<file path="config.mk">
export PLATFORM = sky130hd
export DESIGN_NAME = archive_stream_parser_core
export DESIGN_NICKNAME = d
export VERILOG_FILES = /design/src/sv/asp_pkg.sv /design/src/sv/archive_stream_parser_core.sv /design/src/sv/asp_varint.sv
export SDC_FILE = /design/constraint.sdc
export NUM_CORES = 1
export LEC_CHECK = 0
export ABC_AREA = 0
export ABC_CLOCK_PERIOD_IN_PS = 8900
export BUFFER_PORTS_ARGS = -buffer_cell sky130_fd_sc_hd__buf_4
export CAP_MARGIN = 20
export CELL_PAD_IN_SITES_DETAIL_PLACEMENT = 0
export CELL_PAD_IN_SITES_GLOBAL_PLACEMENT = 1
export CORE_ASPECT_RATIO = 0.9
export CORE_MARGIN = 2
export CORE_UTILIZATION = 50
export DETAILED_ROUTE_END_ITERATION = 7
export PLACE_DENSITY = 0.92
export SYNTH_ARGS = -nofsm -noshare
export SYNTH_HDL_FRONTEND = slang
export SYNTH_HIERARCHICAL = 1
export SYNTH_SLANG_ARGS = --single-unit
</file>
<file path="constraint.sdc">
create_clock -name clk -period 8.9 [get_ports clk]
set_input_delay 2.67 -clock clk [delete_from_list [all_inputs] [get_ports clk]]
set_output_delay 2.67 -clock clk [all_outputs]
set_load 0.005 [all_outputs]
</file>
<file path="src/sv/asp_pkg.sv">
// ----------------------------------------------------------------------------
// asp_pkg: shared types and codes of the archive stream parser
// Stream word layouts, record kinds, error codes and the signature bytes.
// ----------------------------------------------------------------------------
package asp_pkg;

    // One input word: a raw archive byte and the restart flag
    typedef struct packed {
        logic [7:0] data_byte;
        logic       start_req;
    } in_word_t;

    // One result word
    typedef struct packed {
        logic [3:0]  record_kind;
        logic [31:0] first_value;
        logic [31:0] second_value;
        logic [2:0]  property_kind;
        logic [1:0]  error_code;
        logic        archive_end;
    } out_word_t;

    // Status of the varint step
    typedef struct packed {
        logic complete;   // byte had bit 7 clear, value finished
        logic overlong;   // continuation on the last allowed byte
    } varint_status_t;

    // Record kinds
    localparam logic [3:0] KIND_VERSION    = 4'd0;
    localparam logic [3:0] KIND_ATOM_COUNT = 4'd1;
    localparam logic [3:0] KIND_ATOM_CHAR  = 4'd2;
    localparam logic [3:0] KIND_ATOM_END   = 4'd3;
    localparam logic [3:0] KIND_EXPR_COUNT = 4'd4;
    localparam logic [3:0] KIND_EXPR       = 4'd5;
    localparam logic [3:0] KIND_NODE_COUNT = 4'd6;
    localparam logic [3:0] KIND_PROP_COUNT = 4'd7;
    localparam logic [3:0] KIND_PROPERTY   = 4'd8;
    localparam logic [3:0] KIND_ERROR      = 4'd9;

    // Error codes
    localparam logic [1:0] ERR_NONE      = 2'd0;
    localparam logic [1:0] ERR_SIGNATURE = 2'd1;
    localparam logic [1:0] ERR_VERSION   = 2'd2;
    localparam logic [1:0] ERR_OVERLONG  = 2'd3;

    // Configuration register indexes
    localparam logic CFG_EXPECTED_VERSION = 1'b0;
    localparam logic CFG_VERSION_AGE      = 1'b1;

    // Signature "GARC"
    localparam logic [7:0] SIG_BYTE [4] = '{8'h47, 8'h41, 8'h52, 8'h43};

    localparam logic [7:0] VARINT_PAYLOAD_MASK = 8'h7f;
    localparam int         VARINT_CONT_BIT     = 7;
    localparam int         PROP_KIND_BITS      = 3;

endpackage

</file>
<file path="src/sv/archive_stream_parser_core.sv">
// ----------------------------------------------------------------------------
// archive_stream_parser_core: byte-serial archive container parser
// Checks the signature, decodes varint fields and emits one record per field.
// ----------------------------------------------------------------------------
// The parser takes one archive byte per clock cycle while in_stall is low:
// the whole state update for a byte (signature compare, one varint merge
// step, a counter decrement and the phase change) closes within the cycle
// in which the byte is accepted, and the record it produces is loaded into
// the output register as the byte is accepted. The output register decouples
// the two sides, so in_stall rises only while a finished record is held by
// out_stall. Set start_req on the first byte of each archive; after an
// error or at the end of an archive, bytes without start_req are swallowed
// silently. Varints longer than (VALUE_BITS+6)/7 bytes are reported as
// errors and payload bits above VALUE_BITS are dropped. Record values are
// 32 bits wide on the port. Configuration (index 0: newest version,
// index 1: version age) is always ready and should only be written while
// the parser is idle.
// ----------------------------------------------------------------------------
module archive_stream_parser_core #(
    parameter int VALUE_BITS = 32
) (
    input  logic                clk,
    input  logic                rst_n,
    // byte stream in
    input  logic                in_valid,
    output logic                in_stall,
    input  asp_pkg::in_word_t   in_word,
    // record stream out
    output logic                out_valid,
    input  logic                out_stall,
    output asp_pkg::out_word_t  out_word,
    // configuration writes
    input  logic                cfg_valid,
    output logic                cfg_ready,
    input  logic                cfg_index,
    input  logic [31:0]         cfg_data
);

    localparam int MAX_BYTES = (VALUE_BITS + 6) / 7;
    localparam int CNT_W     = $clog2(MAX_BYTES + 1);
    // compare width wide enough for both the value and the 32-bit window
    localparam int CMP_W     = (VALUE_BITS > 32) ? VALUE_BITS : 32;

    // parse phases
    localparam logic [3:0] PH_SIG        = 4'd0;
    localparam logic [3:0] PH_VERSION    = 4'd1;
    localparam logic [3:0] PH_ATOM_COUNT = 4'd2;
    localparam logic [3:0] PH_ATOM_CHAR  = 4'd3;
    localparam logic [3:0] PH_EXPR_COUNT = 4'd4;
    localparam logic [3:0] PH_EXPR_NAME  = 4'd5;
    localparam logic [3:0] PH_EXPR_ROOT  = 4'd6;
    localparam logic [3:0] PH_NODE_COUNT = 4'd7;
    localparam logic [3:0] PH_PROP_COUNT = 4'd8;
    localparam logic [3:0] PH_PROP_NAME  = 4'd9;
    localparam logic [3:0] PH_PROP_VALUE = 4'd10;
    localparam logic [3:0] PH_DONE       = 4'd11;
    localparam logic [3:0] PH_HALT       = 4'd12;

    // configuration
    logic [31:0] expected_version_reg;
    logic [31:0] version_age_reg;

    // parse state
    logic [3:0]            phase_reg,  phase_next;
    logic [1:0]            sig_pos_reg, sig_pos_next;
    logic [VALUE_BITS-1:0] acc_reg,    acc_next;
    logic [CNT_W-1:0]      cnt_reg,    cnt_next;
    logic [VALUE_BITS-1:0] items_reg,  items_next;
    logic [VALUE_BITS-1:0] nodes_reg,  nodes_next;
    logic [VALUE_BITS-1:0] props_reg,  props_next;
    logic [VALUE_BITS-1:0] held_reg,   held_next;

    // output register
    logic                  out_valid_reg;
    asp_pkg::out_word_t    out_word_reg;

    // state as seen by the current byte (start_req clears it first)
    logic [3:0]            cur_phase;
    logic [1:0]            cur_sig_pos;
    logic [VALUE_BITS-1:0] cur_acc;
    logic [CNT_W-1:0]      cur_cnt;
    logic [VALUE_BITS-1:0] cur_items;
    logic [VALUE_BITS-1:0] cur_nodes;
    logic [VALUE_BITS-1:0] cur_props;
    logic [VALUE_BITS-1:0] cur_held;

    logic                  take;
    logic [7:0]            byte_in;
    logic                  emit;
    asp_pkg::out_word_t    rec;

    // varint step
    logic [VALUE_BITS-1:0]   v_value;
    logic [CNT_W-1:0]        v_cnt_inc;
    asp_pkg::varint_status_t v_stat;

    // derived values
    logic [CMP_W-1:0]      v_wide;
    logic [CMP_W-1:0]      held_wide;
    logic [CMP_W-1:0]      held_name_wide;
    logic [CMP_W-1:0]      exp_wide;
    logic [CMP_W-1:0]      lo_wide;
    logic [31:0]           lo_bound;
    logic [VALUE_BITS-1:0] items_dec;
    logic [VALUE_BITS-1:0] nodes_dec;
    logic [VALUE_BITS-1:0] props_dec;
    logic                  items_last;
    logic                  nodes_last;
    logic                  props_last;

    assign take      = in_valid && !in_stall;
    assign in_stall  = out_valid_reg && out_stall;
    assign out_valid = out_valid_reg;
    assign out_word  = out_word_reg;
    assign cfg_ready = 1'b1;
    assign byte_in   = in_word.data_byte;

    assign cur_phase   = in_word.start_req ? PH_SIG : phase_reg;
    assign cur_sig_pos = in_word.start_req ? 2'd0 : sig_pos_reg;
    assign cur_acc     = in_word.start_req ? '0 : acc_reg;
    assign cur_cnt     = in_word.start_req ? '0 : cnt_reg;
    assign cur_items   = in_word.start_req ? '0 : items_reg;
    assign cur_nodes   = in_word.start_req ? '0 : nodes_reg;
    assign cur_props   = in_word.start_req ? '0 : props_reg;
    assign cur_held    = in_word.start_req ? '0 : held_reg;

    asp_varint #(
        .VALUE_BITS (VALUE_BITS),
        .CNT_W      (CNT_W)
    ) u_varint (
        .acc       (cur_acc),
        .cnt       (cur_cnt),
        .data_byte (byte_in),
        .merged    (v_value),
        .cnt_inc   (v_cnt_inc),
        .status    (v_stat)
    );

    // counters stop at zero; "last" means the count reaches zero now
    assign items_dec  = cur_items - VALUE_BITS'(cur_items != '0);
    assign nodes_dec  = cur_nodes - VALUE_BITS'(cur_nodes != '0);
    assign props_dec  = cur_props - VALUE_BITS'(cur_props != '0);
    assign items_last = (items_dec == '0);
    assign nodes_last = (nodes_dec == '0);
    assign props_last = (props_dec == '0);

    assign v_wide         = CMP_W'(v_value);
    assign held_wide      = CMP_W'(cur_held);
    assign held_name_wide = CMP_W'(cur_held >> asp_pkg::PROP_KIND_BITS);

    // version window, lower bound saturating at zero
    assign lo_bound = (version_age_reg > expected_version_reg)
                      ? 32'd0 : (expected_version_reg - version_age_reg);
    assign exp_wide = CMP_W'(expected_version_reg);
    assign lo_wide  = CMP_W'(lo_bound);

    always_comb
    begin
        phase_next   = cur_phase;
        sig_pos_next = cur_sig_pos;
        acc_next     = cur_acc;
        cnt_next     = cur_cnt;
        items_next   = cur_items;
        nodes_next   = cur_nodes;
        props_next   = cur_props;
        held_next    = cur_held;
        emit         = 1'b0;
        rec          = '0;

        unique case (cur_phase)
            PH_SIG:
            begin
                if (byte_in != asp_pkg::SIG_BYTE[cur_sig_pos]) begin
                    phase_next         = PH_HALT;
                    emit               = 1'b1;
                    rec.record_kind    = asp_pkg::KIND_ERROR;
                    rec.first_value    = 32'(byte_in);
                    rec.error_code     = asp_pkg::ERR_SIGNATURE;
                end else begin
                    sig_pos_next = cur_sig_pos + 2'd1;
                    if (cur_sig_pos == 2'd3) begin
                        phase_next = PH_VERSION;
                    end
                end
            end

            PH_ATOM_CHAR:
            begin
                emit = 1'b1;
                if (byte_in != 8'd0) begin
                    rec.record_kind = asp_pkg::KIND_ATOM_CHAR;
                    rec.first_value = 32'(byte_in);
                end else begin
                    items_next      = items_dec;
                    rec.record_kind = asp_pkg::KIND_ATOM_END;
                    if (items_last) begin
                        phase_next = PH_EXPR_COUNT;
                    end
                end
            end

            PH_DONE, PH_HALT:
            begin
                // swallow bytes until the next start
            end

            PH_VERSION, PH_ATOM_COUNT, PH_EXPR_COUNT, PH_EXPR_NAME, PH_EXPR_ROOT,
            PH_NODE_COUNT, PH_PROP_COUNT, PH_PROP_NAME, PH_PROP_VALUE:
            begin
                if (!v_stat.complete) begin
                    acc_next = v_value;
                    cnt_next = v_cnt_inc;
                    if (v_stat.overlong) begin
                        phase_next      = PH_HALT;
                        emit            = 1'b1;
                        rec.record_kind = asp_pkg::KIND_ERROR;
                        rec.error_code  = asp_pkg::ERR_OVERLONG;
                    end
                end else begin
                    acc_next        = '0;
                    cnt_next        = '0;
                    rec.first_value = v_wide[31:0];
                    unique case (cur_phase)
                        PH_VERSION:
                        begin
                            emit = 1'b1;
                            if (v_wide > exp_wide || v_wide < lo_wide) begin
                                phase_next      = PH_HALT;
                                rec.record_kind = asp_pkg::KIND_ERROR;
                                rec.error_code  = asp_pkg::ERR_VERSION;
                            end else begin
                                phase_next      = PH_ATOM_COUNT;
                                rec.record_kind = asp_pkg::KIND_VERSION;
                            end
                        end
                        PH_ATOM_COUNT:
                        begin
                            emit            = 1'b1;
                            items_next      = v_value;
                            phase_next      = (v_value == '0) ? PH_EXPR_COUNT : PH_ATOM_CHAR;
                            rec.record_kind = asp_pkg::KIND_ATOM_COUNT;
                        end
                        PH_EXPR_COUNT:
                        begin
                            emit            = 1'b1;
                            items_next      = v_value;
                            phase_next      = (v_value == '0) ? PH_NODE_COUNT : PH_EXPR_NAME;
                            rec.record_kind = asp_pkg::KIND_EXPR_COUNT;
                        end
                        PH_EXPR_NAME:
                        begin
                            held_next  = v_value;
                            phase_next = PH_EXPR_ROOT;
                        end
                        PH_EXPR_ROOT:
                        begin
                            emit             = 1'b1;
                            items_next       = items_dec;
                            phase_next       = items_last ? PH_NODE_COUNT : PH_EXPR_NAME;
                            rec.record_kind  = asp_pkg::KIND_EXPR;
                            rec.first_value  = held_wide[31:0];
                            rec.second_value = v_wide[31:0];
                        end
                        PH_NODE_COUNT:
                        begin
                            emit            = 1'b1;
                            nodes_next      = v_value;
                            rec.record_kind = asp_pkg::KIND_NODE_COUNT;
                            if (v_value == '0) begin
                                phase_next      = PH_DONE;
                                rec.archive_end = 1'b1;
                            end else begin
                                phase_next = PH_PROP_COUNT;
                            end
                        end
                        PH_PROP_COUNT:
                        begin
                            emit            = 1'b1;
                            props_next      = v_value;
                            rec.record_kind = asp_pkg::KIND_PROP_COUNT;
                            if (v_value == '0) begin
                                // empty node closes right away
                                nodes_next      = nodes_dec;
                                phase_next      = nodes_last ? PH_DONE : PH_PROP_COUNT;
                                rec.archive_end = nodes_last;
                            end else begin
                                phase_next = PH_PROP_NAME;
                            end
                        end
                        PH_PROP_NAME:
                        begin
                            held_next  = v_value;
                            phase_next = PH_PROP_VALUE;
                        end
                        PH_PROP_VALUE:
                        begin
                            emit              = 1'b1;
                            props_next        = props_dec;
                            rec.record_kind   = asp_pkg::KIND_PROPERTY;
                            rec.first_value   = held_name_wide[31:0];
                            rec.second_value  = v_wide[31:0];
                            rec.property_kind = cur_held[asp_pkg::PROP_KIND_BITS-1:0];
                            if (props_last) begin
                                nodes_next      = nodes_dec;
                                phase_next      = nodes_last ? PH_DONE : PH_PROP_COUNT;
                                rec.archive_end = nodes_last;
                            end else begin
                                phase_next = PH_PROP_NAME;
                            end
                        end
                        default:
                        begin
                            phase_next = PH_HALT;
                        end
                    endcase
                end
            end

            default:
            begin
                // unused phase code
                phase_next = PH_HALT;
            end
        endcase
    end

    // parse state
    always_ff @(posedge clk or negedge rst_n)
    begin
        if (!rst_n) begin
            phase_reg   <= PH_SIG;
            sig_pos_reg <= 2'd0;
            acc_reg     <= '0;
            cnt_reg     <= '0;
            items_reg   <= '0;
            nodes_reg   <= '0;
            props_reg   <= '0;
            held_reg    <= '0;
        end else if (take) begin
            phase_reg   <= phase_next;
            sig_pos_reg <= sig_pos_next;
            acc_reg     <= acc_next;
            cnt_reg     <= cnt_next;
            items_reg   <= items_next;
            nodes_reg   <= nodes_next;
            props_reg   <= props_next;
            held_reg    <= held_next;
        end
    end

    // output register: loads on every accepted byte, drains when not stalled
    always_ff @(posedge clk or negedge rst_n)
    begin
        if (!rst_n) begin
            out_valid_reg <= 1'b0;
        end else if (take) begin
            out_valid_reg <= emit;
        end else if (!out_stall) begin
            out_valid_reg <= 1'b0;
        end
    end

    always_ff @(posedge clk)
    begin
        if (take && emit) begin
            out_word_reg <= rec;
        end
    end

    // configuration registers
    always_ff @(posedge clk or negedge rst_n)
    begin
        if (!rst_n) begin
            expected_version_reg <= 32'd1;
            version_age_reg      <= 32'd0;
        end else if (cfg_valid && cfg_ready) begin
            unique case (cfg_index)
                asp_pkg::CFG_EXPECTED_VERSION: expected_version_reg <= cfg_data;
                asp_pkg::CFG_VERSION_AGE:      version_age_reg      <= cfg_data;
                default:                       ;
            endcase
        end
    end

endmodule

</file>
<file path="src/sv/asp_varint.sv">
// ----------------------------------------------------------------------------
// asp_varint: one step of the little-endian base-128 decoder
// Merges the 7 payload bits of a byte into the running value and flags
// completion or an overlong encoding.
// ----------------------------------------------------------------------------
module asp_varint #(
    parameter int VALUE_BITS = 32,
    parameter int CNT_W      = 3
) (
    input  logic [VALUE_BITS-1:0]   acc,
    input  logic [CNT_W-1:0]        cnt,
    input  logic [7:0]              data_byte,
    output logic [VALUE_BITS-1:0]   merged,
    output logic [CNT_W-1:0]        cnt_inc,
    output asp_pkg::varint_status_t status
);

    localparam int MAX_BYTES = (VALUE_BITS + 6) / 7;
    localparam int SH_W      = $clog2(7 * MAX_BYTES);

    logic [SH_W-1:0]       shift_amt;
    logic [VALUE_BITS-1:0] payload;

    // bits shifted past VALUE_BITS fall off the top
    assign shift_amt = SH_W'(32'(cnt) * 32'd7);
    assign payload   = VALUE_BITS'(data_byte & asp_pkg::VARINT_PAYLOAD_MASK);
    assign merged    = acc | (payload << shift_amt);
    assign cnt_inc   = cnt + CNT_W'(1);

    assign status.complete = ~data_byte[asp_pkg::VARINT_CONT_BIT];
    assign status.overlong = data_byte[asp_pkg::VARINT_CONT_BIT]
                             && (cnt_inc >= CNT_W'(MAX_BYTES));

endmodule

</file>
Word-level counts from Yosys, hierarchy flattened --
Cells that the tools add are included.
Word-level totals: logic and storage cells 151, output and inout port bits 77, bits of input ports 47, register bits after elaboration 308
Cells by class: equal/unequal tests 15, shift operators 1, reductions and logical operators 24, $mul 1, muxes and demuxes 77, bitwise gates (word level) 5, add/sub/neg operators 6, $lt $le $gt $ge 5
Operators with widths (number):
- $mux 32 | 19
- $pmux 32 s2 | 3
- $logic_not 32->1 | 4
- $pmux 64 s2 | 1
- $pmux 36 s3 | 1
- $pmux 32 s3 | 1
- $reduce_bool 32->1 | 3
- $sub 32x1->32 | 3
- $mux 67 | 1
- $gt 32x32->1 | 2
- $mux 4 | 11
- $mux 36 | 1
- $pmux 4 s9 | 1
- $lt 32x32->1 | 1
- $or 32x32->32 | 1
- $shl 7x6->32 | 1
- $sub 32x32->32 | 1
- $pmux 4 s7 | 1
- $mux 2 | 13
- $mux 8 | 3
- $eq 4x4->1 const B | 5
- $bmux 8 s2 | 1
- $eq 4x3->1 const B | 4
- $pmux 4 s4 | 1
- other kinds (25) | 51

Depth between registers and ports, before layout --
Gate-level depths: netlist of the first run.
word-level depth 10, gate-level depth with buffers 26, depth with buffers taken out 25

By module --
Netlist of the first run, hierarchy kept.
Modules (own cells, without submodules):
- archive_stream_parser_core | area an instance 21722.1 µm², cells an instance 2613, seq. area each 8079.0 µm², instances 1
- asp_varint | area an instance 402.9 µm², cells an instance 55, seq. area each 0.0 µm², instances 1

Worst setup path after synthesis of the first run --
OpenSTA, ideal clock, no wires.
path type input to register, start input port in_word[0] (netlist name), end register nodes_reg[31], setup time 0.122 ns, buffers on the path 12, required time 8.778 ns, stages on the path 26, path slack 0.523 ns, arrival time 8.256 ns, cells stage by stage clkbuf_1 > buf_2 > inv_2 > clkbuf_1 > buf_2 > buf_2 > buf_1 > buf_2 > buf_1 > buf_1 > clkbuf_1 > o21a_1 > ha_1 > ha_1 > clkbuf_1 > or3b_2 > o41ai_1 > o311a_1 > o21ai_0 > a211oi_1 > and4bb_1 > a21oi_1 > buf_2 > a221oi_1 > o21ai_1 > a32o_1
Between the ends: cells in the longest elaborated chain, start to end 9, elaborated cells between the ends (all ways) 29, those cells by class add/sub: 2; mul: 1; eq/ne: 9; shift: 1; mux: 10; bitwise: 1; reduce/logical: 5
RTL lines:
- start: declaration | line archive_stream_parser_core.sv:27 | input asp_pkg::in_word_t in_word,
- $mux 3 | line archive_stream_parser_core.sv:121 | assign cur_cnt = in_word.start_req ? '0 : cnt_reg;
- $mul 3x3->6 | line asp_varint.sv:25 | assign shift_amt = SH_W'(32'(cnt) * 32'd7);
- $shl 7x6->32 | line asp_varint.sv:27 | assign merged = acc | (payload << shift_amt);
- $or 32x32->32 | line asp_varint.sv:27
- $logic_not 32->1 | line archive_stream_parser_core.sv:281 | if (v_value == '0) begin
- $mux 32 | line archive_stream_parser_core.sv:281
- $pmux 32 s3 | line archive_stream_parser_core.sv:223 | unique case (cur_phase)
- $mux 32 | line archive_stream_parser_core.sv:210 | if (!v_stat.complete) begin
- $mux 32 (*) | line archive_stream_parser_core.sv:170 | unique case (cur_phase)
- end signal: assignment | line archive_stream_parser_core.sv:345 | nodes_reg <= nodes_next;
- end: declaration | line archive_stream_parser_core.sv:69 | logic [VALUE_BITS-1:0] nodes_reg, nodes_next;
Every way passes the cells marked *; elsewhere a longest branch is shown, timed or not. A chain may end at the register's enable or synchronous reset.

Worst setup path after layout of the first run --
start input port in_word[0] (netlist name), end register nodes_reg[20]
The elaborated chain is that of the path after synthesis.

==> results.tsv, run 1 <==
stage	metric	value	unit
final_layout	largest_reg_flops	74	
setup_path	cp-start-kind	input port	
final_layout	nNetsFinal	2848	
flow_run	max_cap_violations	0	
setup_path	crit_type	in -> reg	
sta	max_slew_margin	0.239	
drt	dr.pass1.iters	8	
floorplan	rows	73	
synth	async_reset_ff_frac	0.760	
clock_network	post_cts_buffers	0	
final_layout	antennaDiodeCount	0	
grt	grt_pass1_wl	124000	um
sta	drv_slew	0	
final_layout	fin_area	0.0247	mm2
run_status	violations	design-rule violations	
clock_network	cts_max_level	2	
sta	setup_viol	0	
floorplan	ios	124	
synth	synth_ff_type	dfrtp_1	
setup_path	arrival	7520	ps
synth	syn_inst	2668	
clock_network	clock_latency	580	ps
placed_design	dpl_cell_area	0.0236	mm2
pwr	power_density	218	mW/mm2
synth	yosys_warnings	6	
drt	wl_per_cell	24.3	um
synth	synth_area	0.0221	mm2
grt	grt_max_degree	128	
synth	syn_area_per_cell	8.29	um2
synth	synth_cell_type_count	93	
floorplan	core	0.0439	mm2
clock_network	cts_tree	yes	
placed_design	portBuffers	122	
clock_network	clock_path_buffers	3	
setup_path	path_max_fanout	36	
grt	grtUsageTotal	0.349	
final_layout	fillers	3967	
sta	finalClockSkew	23.9	ps
pwr	vdd_drop_max	0.171	mV
clock_network	numCtsBuffers	36	
grt	grt_pass1_vias	20600	
hold_path	hold_path_class	reg -> reg	
synth	synth-seq-cells	308	
floorplan	die_w	226	um
synth	synth-edff-count	74	
floorplan	die_area	0.0460	mm2
clock_network	clock-root-buffer	clkbuf_16	
grt	overflow	0	
setup_path	crit_required	9370	ps
clock_network	post_cts_resized	0	
drt	drtIter0Drc	2866	
synth	synth_seq_area_share	0.365	
final_layout	area_growth	11.5	%
sta	final.period_utilization	0.792	
final_layout	fin_cells	3320	
drt	routed_wirelength	80600	um
placed_design	hpwl	54800	um
sta	fin_setup_tns	0	ps
drt	via_count	22100	
grt	grt_antenna_before_repair	0	
floorplan	die_h	204	um
sta	rsz0062_at_grt	false	
clock_network	path_clk_slew	70	ps
sta	tightest_slew	1140	ps
final_layout	multi_input_area	0.0130	mm2
sta	finalHoldViolations	0	
sta	fin_crit	7050	ps
clock_network	cts.sinks	308	
sta	holdWs	475	ps
drt	postRouteAntennaNets	0	
pwr	p_leak	10.5	nW
clock_network	cts_hold_buf	0	
final_layout	drive_gt1_frac	0.116	
synth	synth_nets	2823	
placed_design	gp_congestion	0.958	
floorplan	initial_core_util	0.504	
sta	fmax	142	MHz
drt	drc	1	
drt	via_per_inst	6.65	
placed_design	dp_cells	3255	
run_status	outcome	complete, but fails checks	
setup_path	worstSetupEndpointType	register	
final_layout	seq_area	0.00808	mm2
final timing paths:
kind	from	slack, ps	cells after the start	endpoint
worst min register to register	acc_reg[19]	470	2	acc_reg[19]
worst max register to register	exp_wide[0]	2630	20	out_word[73]
worst max-delay path	in_word[0]	1850	16	nodes_reg[20]
worst min-delay path	acc_reg[19]	470	2	acc_reg[19]
max in group asynchronous	rst_n	5510	2	version_age_reg[13]
min in group asynchronous	rst_n	2090	1	nodes_reg[22]
cell usage after synthesis, drive strengths merged, types with 17 or more instances:
library cell / count / area, um2
and3: 41 / 257
nand3: 48 / 240
o21ai: 260 / 1300
nand2: 310 / 1160
ha: 107 / 1340
nor2: 185 / 694
edfxtp: 74 / 2220
dfrtp: 233 / 5830
a22oi: 69 / 518
or4: 18 / 143
nor2b: 76 / 475
nand2b: 22 / 138
o211ai: 30 / 230
or3: 26 / 163
a31oi: 24 / 150
and2: 40 / 250
clkbuf: 149 / 559
xor2: 17 / 149
buf: 37 / 169
nor3: 77 / 397
a21o: 54 / 405
inv: 103 / 387
o31ai: 18 / 135
mux2: 34 / 383
a22o: 59 / 517
nand4: 28 / 175
nor4: 39 / 287
a21oi: 216 / 1080
xnor2: 31 / 272
where the power goes:
group	total (mW)	switching (mW)	internal, mW	leakage, nW
Combinational	2.21	1.42	0.784	6.10
Sequential	1.72	0.138	1.58	3.82
Clock	1.45	0.670	0.782	0.539
Total	5.38	2.23	3.15	10.5
kinds of logic (layout without fill, tap and decap cells):
logic type	count (synthesis)	in the layout	synth area share
multiplexers	41	41	0.0205
buffers and inverters	289	341	0.0504
AND/OR/NAND/NOR	946	946	0.211
other	1	1	0.000169
flip-flops	308	308	0.365
XOR/XNOR	48	48	0.0190
adder cells (fa/ha/maj)	109	109	0.0619
AO/OA/AOI/OAI	926	926	0.272
worst max-delay path: stages:
cell and delay (ps):
buf_4 230, inv_2 210, buf_4 420, o21a_1 190
ha_1 320, ha_1 430, or3b_2 550, o41ai_1 320
o311a_1 250, o21ai_0 110, a211oi_1 310, and4bb_1 340
a21oi_1 100, buf_4 200, o31a_1 520, a22o_1 310
metrics by stage:
stage	power [mW]	util	setup WS [ps]
6_report	5.38	0.562	1850
5_1_grt	5.68	0.562	1680
4_1_cts	5.34	0.562	2010
3_5_place_dp	3.89	0.536	1430
3_3_place_gp	3.86	0.536	1500
2_1_floorplan	3.21	-	523
layout by cell type (no fill, tap or decap), types with 69 or more instances in the layout:
cell type / count
a21oi_1: 215
a22oi_1: 69
buf_4: 170
dfrtp_1: 233
edfxtp_1: 74
ha_1: 107
inv_1: 101
nand2_1: 309
nor2_1: 181
nor2b_1: 75
nor3_1: 75
o21ai_0: 228
layer usage:
layer | part of all wire | global-route usage | vias up | wire length, um
li1 | - | - | 9958 | -
met1 | 0.43 | 0.500 | 10700 | 34400
met2 | 0.43 | 0.508 | 1208 | 34300
met3 | 0.10 | 0.0738 | 202 | 8270
met4 | 0.045 | 0.152 | 0 | 3630
met5 | 0 | 0 | - | 0
cell type report:
cell class                 instances  share of cell area
multi-input combinational       2071               0.527
sequential                       308               0.327
timing repair buffer             173              0.0539
clock buffer                      42              0.0386
tap                              600              0.0304
inverter                         103              0.0157
clock inverter                    23             0.00695
No activity file was read; power rests on OpenSTA's default activity.
==> inputs of run 2 (changes only) <==
- ABC_AREA: 0 -> 1
- ABC_CLOCK_PERIOD_IN_PS: 8900 -> 5800
- CORE_UTILIZATION: 50 -> 42
- PLACE_DENSITY: 0.92 -> 0.86
- clock period: 8.9 -> 5.8 ns (I/O delays scaled with it)
==> run 2 against run 1 <==
Compared with the run above:
- the flow now finishes without violations
- sequential share of layout area decreased by 3.1 points
- global-route usage is 5.5 points lower
- via count rose by 8.6%
==> results.tsv, run 2 <==
stage	metric	value	unit
synth	syn_inst	3312	
clock_network	clock-root-buffer	clkbuf_16	
hold_path	hold_path_class	reg -> reg	
sta	fin_setup_tns	0	ps
setup_path	path_max_fanout	26	
clock_network	cts_tree	yes	
setup_path	critPathMaxStageDelay	320	ps
final_layout	area_growth	16.8	%
grt	grt_max_degree	169	
synth	synthMostInstantiatedCell	nand2_1	
floorplan	die_h	228	um
setup_path	timing.critical_path.mode_cell	nand2_1	
synth	yosysTopAreaCell	dfrtp_1	
final_layout	final_common_cell	nand2_1	
synth	synth-seq-cells	308	
setup_path	cp-start-kind	input port	
synth	synth-edff-count	74	
setup_path	crit_type	in -> reg	
clock_network	path_clk_slew	60	ps
drt	wl_per_cell	20.3	um
sta	finalClockSkew	21.1	ps
floorplan	die_area	0.0575	mm2
drt	dr.pass1.iters	5	
drt	routed_wirelength	85600	um
synth	synth_seq_area_share	0.346	
synth	yosys_warnings	6	
drt	via_per_inst	5.67	
drt	drtIter0Drc	2499	
drt	via_count	24000	
drt	postRouteAntennaNets	0	
placed_design	hpwl	61800	um
final_layout	fin_cells	4228	
sta	rsz0062_at_grt	false	
grt	grt_antenna_before_repair	2	
clock_network	cts_hold_buf	0	
floorplan	die_w	253	um
synth	async_reset_ff_frac	0.760	
floorplan	initial_core_util	0.428	
clock_network	post_cts_buffers	0	
final_layout	nNetsFinal	3647	
clock_network	cts_max_level	2	
clock_network	clock_latency	590	ps
final_layout	largest_reg_flops	74	
synth	synth_cell_type_count	70	
setup_path	crit_required	6230	ps
synth	synth_area	0.0234	mm2
sta	fin_crit	5180	ps
pwr	vdd_drop_max	0.259	mV
sta	final.period_utilization	0.893	
floorplan	rows	81	
flow_run	max_cap_violations	0	
sta	finalHoldViolations	0	
clock_network	cts.sinks	308	
pwr	power_density	410	mW/mm2
sta	fmax	193	MHz
placed_design	dp_cells	4155	
drt	drc	0	
sta	setup_viol	0	
synth	synth_nets	3467	
placed_design	gp_congestion	0.992	
grt	grtUsageTotal	0.294	
sta	max_slew_margin	0.323	
sta	drv_slew	0	
grt	grt_pass1_vias	22500	
clock_network	clock_path_buffers	3	
setup_path	crit_slowest_cell	buf_4	
final_layout	drive_gt1_frac	0.133	
final_layout	fillers	5514	
synth	synth_area_leaders	dfrtp_1, nand2_1, edfxtp_1	
sta	holdWs	481	ps
setup_path	worstSetupEndpointType	register	
floorplan	core	0.0546	mm2
grt	grt_pass1_wl	132000	um
synth	syn_area_per_cell	7.05	um2
grt	overflow	0	
synth	synth.top_cell.area_share	0.250	
final_layout	mostFrequentLayoutCells	nand2_1, inv_1, nor2_1, o21ai_0, buf_4	
sta	tightest_slew	1010	ps
synth	synth_ff_type	dfrtp_1	
run_status	outcome	finished clean	
clock_network	post_cts_resized	0	
placed_design	portBuffers	122	
pwr	power	11.2	mW
floorplan	ios	124	
synth	synth_commonest_cells	nand2_1, inv_1, nor2_1, o21ai_0, dfrtp_1	
clock_network	numCtsBuffers	39	
setup_path	arrival	5610	ps
pwr	p_leak	12.8	nW
final_layout	antennaDiodeCount	0	
## run 2: final timing paths
path / from / end / slack (ps) / depth (start not counted)
worst max register to register: exp_wide[2] / out_word[2] / 650 / 30
worst min-delay path: version_age_reg[25] / version_age_reg[25] / 480 / 2
max in group asynchronous: rst_n / items_reg[0] / 3520 / 2
min in group asynchronous: rst_n / version_age_reg[18] / 1180 / 1
worst min register to register: version_age_reg[25] / version_age_reg[25] / 480 / 2
worst max-delay path: in_word[0] / phase_reg[0] / 620 / 33
## run 2: per-layer routing
metal / track usage / vias up / wire (um)
li1: - / 11500 / -
met1: 0.419 / 11300 / 38200
met2: 0.430 / 1006 / 35700
met3: 0.0619 / 212 / 7850
met4: 0.125 / 6 / 3880
met5: 0 / - / 32
## run 2: cell type report
| type | count | area, um2 | area share |
|---|---|---|---|
| clock buffer | 50 | 1080 | 0.0395 |
| clock inverter | 22 | 283 | 0.0104 |
| inverter | 496 | 1870 | 0.0684 |
| multi-input combinational | 2354 | 12800 | 0.468 |
| sequential | 308 | 8080 | 0.296 |
| tap | 705 | 882 | 0.0323 |
| timing repair buffer | 293 | 2330 | 0.0855 |
## run 2: critical path: cells and delay by family
family                   cells  cell delay [ps]
AO/OA/AOI/OAI                1               70
buffers and inverters        6              740
AND/OR/NAND/NOR             24             2630
adder cells (fa/ha/maj)      2              380
## run 2: logic make-up (layout without fill, tap and decap cells)
| kind of cell | Yosys count | in the layout | share of synthesized area |
|---|---|---|---|
| flops | 308 | 308 | 0.346 |
| xor+xnor | 72 | 72 | 0.0270 |
| fa+ha+maj | 108 | 108 | 0.0582 |
| other cells | 1 | 1 | 0.000161 |
| compound gates | 830 | 830 | 0.214 |
| simple gates | 1343 | 1343 | 0.245 |
| buf+inv | 650 | 861 | 0.109 |
## run 2: power breakdown
group          internal (mW)  leakage, nW  switching [mW]
clock network           1.55        0.665            1.05
logic                   1.86         8.39            3.81
registers               2.72         3.69           0.211
## run 2: through the flow
| step | util | cell area, um2 | setup WS [ps] |
|---|---|---|---|
| 2_1_floorplan | - | 23400 | 93.5 |
| 3_3_place_gp | 0.474 | 25900 | 207 |
| 3_5_place_dp | 0.474 | 25900 | 127 |
| 4_1_cts | 0.499 | 27300 | 717 |
| 5_1_grt | 0.499 | 27300 | 3.41 |
| 6_report | 0.499 | 27300 | 622 |
